==> src/hw/rtl/transposition_table_lookup_top_assert.svh <==
// Assertion macros used by the transposition table RTL.
`ifndef TRANSPOSITION_TABLE_LOOKUP_TOP_ASSERT_SVH
`define TRANSPOSITION_TABLE_LOOKUP_TOP_ASSERT_SVH

// Same-cycle implication, disabled while reset is asserted.
`define TTL_ASSERT_NOW(label, clk, rst_n, ante, cons, msg) \
	label: assert property (@(posedge clk) disable iff (!(rst_n)) (ante) |-> (cons)) \
		else $error(msg);

// Next-cycle implication, disabled while reset is asserted.
`define TTL_ASSERT_NEXT(label, clk, rst_n, ante, cons, msg) \
	label: assert property (@(posedge clk) disable iff (!(rst_n)) (ante) |=> (cons)) \
		else $error(msg);

`endif

==> src/hw/rtl/ttl_ram.sv <==
// Generic single-port synchronous RAM with a registered read.
module ttl_ram #(
	parameter int WIDTH = 8,
	parameter int DEPTH = 2,
	localparam int AW = $clog2(DEPTH)
) (
	input  logic             clk,
	input  logic             en,
	input  logic             we,
	input  logic [AW-1:0]    addr,
	input  logic [WIDTH-1:0] wdata,
	output logic [WIDTH-1:0] rdata
);

	logic [WIDTH-1:0] mem_q [DEPTH];

	always_ff @(posedge clk) begin
		if (en && we) begin
			mem_q[addr] <= wdata;
		end
	end

	always_ff @(posedge clk) begin
		if (en && !we) begin
			rdata <= mem_q[addr];
		end
	end

endmodule

==> config.mk <==
export PLATFORM = sky130hd
export DESIGN_NAME = ttl_ram
export DESIGN_NICKNAME = d
export VERILOG_FILES = /design/src/hw/rtl/transposition_table_lookup_top_assert.svh /design/src/hw/rtl/ttl_ram.sv
export SDC_FILE = /design/constraint.sdc
export NUM_CORES = 1
export LEC_CHECK = 0
export BUFFER_PORTS_ARGS = -buffer_cell sky130_fd_sc_hd__buf_2
export CAP_MARGIN = 30
export CORE_MARGIN = 4
export CORE_UTILIZATION = 34
export DETAILED_ROUTE_END_ITERATION = 10
export SLEW_MARGIN = 20
export SYNTH_ARGS = -nofsm -noshare
export SYNTH_HDL_FRONTEND = slang
export SYNTH_SLANG_ARGS = --single-unit
==> constraint.sdc <==
create_clock -name clk -period 1.4 [get_ports clk]
set_clock_uncertainty 0.1 [all_clocks]
set_input_delay 0.21 -clock clk [delete_from_list [all_inputs] [get_ports clk]]
set_output_delay 0.21 -clock clk [all_outputs]
set_load 0.05 [all_outputs]
==> impl_metrics.py <==
metrics = {
    "min_path": {
        "holdCritStartpoint": "we",
        "hp-class": "in2reg",
        "hold_depth": 3,
        "min_to": "rdata[1]",
    },
    "clock_network": {
        "postCtsSetupBuffers": 0,
        "cts_sinks": 24,
        "numCtsBuffers": 3,
        "clkTransAtPathRegs_ns": 0.12,
        "clock_latency_ns": 0.30,
        "clockBufferDepth": 2,
        "htreeDepth": 1,
        "tritoncts": "done",
        "cts-root-buf": "clkbuf_4",
    },
    "global_routing": {
        "grt_use_total": 0.0742,
        "grt_max_degree": 14,
        "grt_pass1_vias": 413,
        "grt_pass1_wl_mm": 1.85,
        "grt.overflow.total": 0,
        "antenna_found_initial": 0,
    },
    "route": {
        "final_antenna_net_count": 0,
        "viasPerCell": 4.21,
        "wl_mm": 1.18,
        "wl_per_cell_um": 12.2,
        "drtPass1Iterations": 4,
        "drc": 0,
        "drt_iter0_markers": 6,
        "dr_total_vias": 408,
    },
    "status": {
        "status": "completed",
    },
    "yosys": {
        "ys_warn_count": 0,
        "synth_top_cell_area_share": 0.823,
        "synthesis.area_um2": 876,
        "yosysSeqAreaShare": 0.823,
        "avgSynthCellArea_um2": 24.3,
        "synth_cells": 36,
        "async_flop_share": 0,
        "syn_nets": 48,
        "synth_edf_count": 24,
        "synth_ff_type": "edfxtp_1",
        "yosys.area.top_type": "edfxtp_1",
        "synth.distinct_cells": 6,
        "ys_seq_elements": 24,
        "synthTopCellsByArea": "edfxtp_1 (82%), mux2_4 (14%), buf_6 (1.3%)",
        "synthTopCellsByCount": "edfxtp_1 (24), mux2_4 (8)",
        "yosysMostFrequentCell": "edfxtp_1",
    },
    "setup_path": {
        "startpoint": "rdata[3]",
        "worst-setup-path-type": "reg2out",
        "crit_required_ns": 1.09,
        "end_kind": "primary output",
        "slowest_stage": "edfxtp_1",
        "rr_endpoint": "rdata[5]",
        "path_cells": "buf_2",
        "slowest_delay_ns": 0.34,
        "r2r_slack_ns": 0.40,
        "path_max_fanout": 1,
        "start_kind": "flop",
        "reg2reg_depth": 1,
        "critPathBufInv": 1,
        "timing.rr.start": "mem_q[0][5]",
        "cp_top_family": "flip-flops",
        "cp.arrival_ns": 0.89,
    },
    "timing": {
        "period_share": 0.861,
        "maxSlewHeadroom": 0.807,
        "min_period_ns": 1.20,
        "clock.fmax_mhz": 830,
        "grt_setup_unrepaired": "no",
        "tightest_slew_ns": 0.289,
        "finalSetupTns_ns": 0,
        "setup_viol": 0,
        "hold_violations": 0,
        "slew_viol_final": 0,
    },
    "layout": {
        "layout.area.seq_um2": 721,
        "synthToLayoutAreaGrowth_pct": 26.9,
        "fillCellCount": 229,
        "fin_nets": 80,
        "diodes": 0,
        "multi_input_comb_area_um2": 144,
        "final_cell_count_no_fill": 97,
        "layout-drive-gt1-share": 0.493,
    },
    "power": {
        "leakagePower_nw": 0.430,
        "peakVddDrop_uv": 521,
        "p_per_area_nw_per_um2": 1120,
    },
    "place": {
        "dp_hpwl_um": 853,
        "place_inst": 85,
        "io_buffers": 19,
        "gp_routability_congestion": 0.590,
    },
    "floorplan": {
        "die-width_um": 58.8,
        "die_h_um": 58.8,
        "core_um2": 2480,
        "num_rows": 18,
        "design.portCount": 20,
        "fp.dieArea_um2": 3450,
        "start_util": 0.354,
    },
    "job": {
        "cap_violations": 0,
    },
}
## layout by cell type (no fill, tap or decap)
cell type	Yosys	layout
buf_2	0	19
buf_4	0	1
clkinv_1	0	1
and3_2	1	1
dlygate4sd3_1	0	8
edfxtp_1	24	24
and3b_2	1	1
nor2b_1	1	1
clkbuf_4	0	3
mux2_4	8	8
## worst max-delay path by stage
stage / end / slack, ns / cells after the start
after global routing: rdata[6] / 0.13 / 1
after CTS: rdata[2] / 0.18 / 1
after detailed placement: mem_q[1][6] / 0.13 / 2
final: rdata[3] / 0.20 / 1
after global placement: mem_q[1][6] / 0.16 / 2
after floorplan: rdata[0] / 0.30 / 1
## metrics by stage
stage	hold slack [ns]	utilization	cell area [µm²]	worst slack, ns	power [mW]
floorplan	0.209	-	876	0.297	0.921
global placement	0.301	0.406	1000	0.157	0.952
detailed placement	0.305	0.406	1000	0.133	0.955
CTS	0.252	0.448	1110	0.175	1.26
global route	0.252	0.448	1110	0.130	1.30
finish	0.261	0.448	1110	0.195	1.24
## metal layers
layer,routed length (µm),track usage,vias to the layer above
met3,89,0.0197,0
met4,0,0.0388,0
met2,672,0.132,13
li1,-,-,204
met5,0,0,-
met1,420,0.0791,191
## where the power goes
| part | switching (mW) | total, mW | internal, mW |
|---|---|---|---|
| Combinational | 0.0605 | 0.120 | 0.0596 |
| Sequential | 0.00688 | 0.833 | 0.826 |
| Clock | 0.184 | 0.288 | 0.104 |
## timing repair
action / 4_1_cts / 5_1_grt
resized for setup: 0 / 0
hold buffers: 8 / 0
hold endpoints to repair: 15 / 0
## final cells by class
type / instances / share of cell area
Clock inverter: 1 / 0.00338
Clock buffer: 3 / 0.0203
Timing Repair Buffer: 28 / 0.164
Multi-Input combinational cell: 11 / 0.130
Tap cell: 30 / 0.0338
Sequential cell: 24 / 0.649
## cells by family after synthesis
family | count (synthesis) | share of synthesized area
simple gates | 3 | 0.0272
flops | 24 | 0.823
mux | 8 | 0.137
buf+inv | 1 | 0.0129
## state kept, by name, indices dropped and copies added, names as in the netlist
register / cells
mem_q: 16
rdata: 8
Power figures use the tool's default switching activity.
