[config.mk]
export PLATFORM = sky130hd
export DESIGN_NAME = ttl_clear
export DESIGN_NICKNAME = d
export VERILOG_FILES = /design/src/hw/rtl/transposition_table_lookup_top_assert.svh /design/src/hw/rtl/ttl_pkg.sv /design/src/hw/rtl/ttl_clear.sv
export SDC_FILE = /design/constraint.sdc
export NUM_CORES = 1
export LEC_CHECK = 0
export BUFFER_PORTS_ARGS = -buffer_cell sky130_fd_sc_hd__buf_2
export CAP_MARGIN = 20
export CORE_MARGIN = 2
export CORE_UTILIZATION = 45
export DETAILED_ROUTE_END_ITERATION = 8
export PLACE_DENSITY = 0.7
export SETUP_SLACK_MARGIN = 0.3
export SYNTH_ARGS = -nofsm -noshare
export SYNTH_HDL_FRONTEND = slang
export SYNTH_SLANG_ARGS = --single-unit
[constraint.sdc]
create_clock -name clk -period 1.5 [get_ports clk]
set_clock_uncertainty 0.05 [all_clocks]
set_input_delay 0.375 -clock clk [delete_from_list [all_inputs] [get_ports clk]]
set_output_delay 0.375 -clock clk [all_outputs]
set_load 0.005 [all_outputs]
[src/hw/rtl/transposition_table_lookup_top_assert.svh]
// Assertion macros used by the transposition table RTL.
`ifndef TRANSPOSITION_TABLE_LOOKUP_TOP_ASSERT_SVH
`define TRANSPOSITION_TABLE_LOOKUP_TOP_ASSERT_SVH

// Same-cycle implication, disabled while reset is asserted.
`define TTL_ASSERT_NOW(label, clk, rst_n, ante, cons, msg) \
	label: assert property (@(posedge clk) disable iff (!(rst_n)) (ante) |-> (cons)) \
		else $error(msg);

// Next-cycle implication, disabled while reset is asserted.
`define TTL_ASSERT_NEXT(label, clk, rst_n, ante, cons, msg) \
	label: assert property (@(posedge clk) disable iff (!(rst_n)) (ante) |=> (cons)) \
		else $error(msg);

`endif

[src/hw/rtl/ttl_pkg.sv]
// Types and constants of the transposition table lookup block.
package ttl_pkg;

	localparam int TABLE_ENTRIES = 65536;
	localparam int IDX_W         = $clog2(TABLE_ENTRIES);
	localparam int SLOT_W        = IDX_W + 1;
	localparam int SLOT_COUNT    = 2 * TABLE_ENTRIES;
	localparam int HASH_W        = 64;
	localparam int LOCK_W        = HASH_W - IDX_W;
	localparam int POS_W         = 11;
	localparam int SANITY_W      = 2 * POS_W;
	localparam int SCORE_W       = 32;
	localparam int FLAG_W        = 2;
	localparam int DEPTH_W       = 6;

	typedef enum logic {
		REQ_STORE    = 1'b0,
		REQ_RETRIEVE = 1'b1
	} req_type_t;

	typedef struct packed {
		logic [LOCK_W-1:0]   lock;
		logic [SANITY_W-1:0] sanity;
		logic [SCORE_W-1:0]  score;
		logic [FLAG_W-1:0]   flag;
		logic [DEPTH_W-1:0]  depth;
	} entry_t;

	localparam int ENTRY_W = $bits(entry_t);

	typedef struct packed {
		logic              busy;
		logic [SLOT_W-1:0] addr;
	} clear_t;

endpackage

[src/hw/rtl/ttl_clear.sv]
// Sweep that clears every valid bit once after reset.
module ttl_clear (
	input  logic            clk,
	input  logic            arst_n,
	output ttl_pkg::clear_t clr
);
	import ttl_pkg::*;

	logic              busy_q;
	logic [SLOT_W-1:0] addr_q;

	always_ff @(posedge clk or negedge arst_n) begin
		if (!arst_n) begin
			busy_q <= 1'b1;
			addr_q <= '0;
		end else if (busy_q) begin
			addr_q <= addr_q + SLOT_W'(1);
			if (addr_q == SLOT_W'(SLOT_COUNT - 1)) begin
				busy_q <= 1'b0;
			end
		end
	end

	assign clr.busy = busy_q;
	assign clr.addr = addr_q;

endmodule

==> reports/metrics.yaml <==
hold_path:
  hold_class: "reg2reg"
  whs_path_depth: 1
drt:
  drc: 0
  first_pass_iters: 4
  vias: 814
  routed_wl_um: 2900
  ant_nets: 0
  wl_per_cell_um: 17.9
  initialDrtViolationCount: 16
  viasPerCell: 5.02
final_layout:
  diodes: 0
  final_area_mm2: 0.00161
  layout_common_cells: "31 x buf_6, 26 x buf_4, 17 x dfrtp_1, 7 x buf_2"
  final_nets: 142
  mostFrequentLayoutCell: "buf_6"
  fillers: 56
  drive_gt1_share_pct: 67.2
  area_growth_syn_to_layout_pct: 95.8
floorplanning:
  rows: 15
  fp.dieH_um: 46.8
  core-area_mm2: 0.00173
  num_io_pins: 20
  start_util_pct: 47.8
  dieWidth_um: 46.8
  die_area_mm2: 0.00219
worst_setup_path:
  crit_start: "addr_q[0]"
  rr_endpoint: "addr_q[16]"
  r2r-start: "addr_q[0]"
  cp-start-kind: "register"
  cp.required_ns: 1.65
  reg2reg_depth: 6
  worstPathArrival_ns: 1.82
  critical_path.max_fanout: 2
  crit_end: "addr_q[16]"
  criticalPathCategory: "reg2reg"
  r2r_setup_slack_ns: -0.17
  critPathCaptureType: "register"
grt:
  grt_usage_pct: 25.0
  antenna_found_initial: 0
  first_global_vias: 815
  grt-ovfl-total: 0
  grt_pass1_wl_um: 3640
  grt_max_degree: 19
timing:
  hold_violations: 0
  min_period_ns: 1.67
  setup_slack_ns: -0.166
  max_freq_mhz: 600
  period_share_pct: 111
  rsz0062_at_grt: "yes"
  slew-limit-headroom_pct: 72.2
  setup_viol: 8
  slew_viol_final: 0
  tightest_slew_ns: 0.418
clock_tree:
  cts_htree_levels: 1
  cts_buffers: 3
  clk_path_buf_depth: 2
  cts_tree: "yes"
  clk_pin_slew_worst_paths_ns: 0.12
  clock-sinks: 18
  clockRootBuffer: "clkbuf_4"
  clk_latency_ns: 0.30
synth:
  ys_seq_area_share_pct: 54.8
  yosysTopAreaCellShare_pct: 51.6
  yosysTopAreaCell: "dfrtp_1"
  syn-cell-area_um2: 825
  synth_area_leaders: "dfrtp_1 52%, xnor2_1 8.5%, xor2_1 7.4%"
  ys.warnings.count: 0
  avgSynthCellArea_um2: 12.1
  yosysUniqueCellTypes: 20
  synth_fp_nets: 72
  syn_inst: 68
  synth_seq_cells: 18
outcome:
  status: "finished, violations left"
  failed_checks: "negative setup slack"
power_and_ir_drop:
  p_leak_uw: 0.000871
  ir_worst_vdd_mv: 0.584
  power_per_cell_area_mw_per_mm2: 500
  power_uw: 807
placed_design:
  placed_area_mm2: 0.00109
  portBuffers: 19
  place_congestion: 0.720
  hpwl_um: 1240
job:
  maxCapViolations: 0
## area by class of cell
cell class / instances / area [um^2] / area share, %
Inverter: 1 / 3.75 / 0.233
Sequential cell: 18 / 452 / 28.0
Multi-Input combinational cell: 47 / 472 / 29.2
Tap cell: 25 / 31.3 / 1.94
Clock buffer: 4 / 36.3 / 2.25
Timing Repair Buffer: 67 / 619 / 38.4
## state kept, by name, indices dropped and copies added, names as in the netlist
name    count
busy_q      1
addr_q     17
## routing by layer
layer  GRT usage (%)  share of wire [%]  vias up
li1                -                  -      368
met1            29.1                 41      415
met2            43.6                 54       25
met3            2.69                3.8        6
met4            15.6                1.4        0
met5               0                  0        -
## through the flow
| step | hold WS, ns | TNS (ns) | util [%] | worst slack [ns] | instances |
|---|---|---|---|---|---|
| 2_1_floorplan | 0.0294 | -0.187 | - | -0.187 | 68 |
| 3_3_place_gp | 0.266 | -0.112 | 63.3 | -0.0664 | 130 |
| 3_5_place_dp | 0.276 | -0.240 | 63.3 | -0.103 | 130 |
| 4_1_cts | 0.476 | -0.115 | 85.4 | -0.0817 | 156 |
| 5_1_grt | 0.493 | -1.26 | 93.5 | -0.241 | 162 |
| 6_report | 0.482 | -0.611 | 93.5 | -0.166 | 162 |
## how the worst min path moves through the flow
| stage | end | startpoint | slack [ns] |
|---|---|---|---|
| after global placement | addr_q[7] | arst_n | 0.27 |
| after floorplan | addr_q[0] | arst_n | 0.03 |
| after CTS | addr_q[10] | arst_n | 0.48 |
| after detailed placement | addr_q[8] | arst_n | 0.28 |
| final | addr_q[15] | addr_q[15] | 0.48 |
| after global routing | addr_q[15] | addr_q[15] | 0.49 |
## cells in the mapped netlist (all sizes together)
master / count
nand2b: 1
and4: 1
nand4: 3
xnor2: 8
nand3: 7
nor3: 2
nand2: 5
mux2: 2
ha: 2
nor2: 3
inv: 1
dfstp: 1
nor2b: 1
dfrtp: 17
buf: 2
nor4: 1
xor2: 7
and3: 4
## where the power goes
part / internal, uW / switching, uW
clock: 148 / 161
sequential: 485 / 0
combinational: 2.66 / 9.88
## kinds of logic (layout without fill, tap and decap cells)
family                     after synthesis  after routing  synth area share (%)
and+or+nand+nor                         28             28                  21.2
DFF                                     18             18                  54.8
xor gates and xnor gates                15             15                  15.9
buffers and inverters                    3             72                  2.28
adders and majority gates                2              2                  3.03
muxes                                    2              2                  2.73
## repair_timing
action	CTS	global route
hold endpoints to repair	17	0
pin swaps	16	19
buffers inserted	21	6
setup endpoints to repair	32	35
hold buffers	1	0
cloned	0	0
resized for setup	41	18
## worst max-delay path: stages (launching register included)
cell and delay (ns):
dfrtp_1 0.37, ha_2 0.19, and4_4 0.24, nand2_2 0.06
nor3_2 0.14, ha_1 0.26, mux2_4 0.25
No activity file was read; power rests on OpenSTA's default activity.
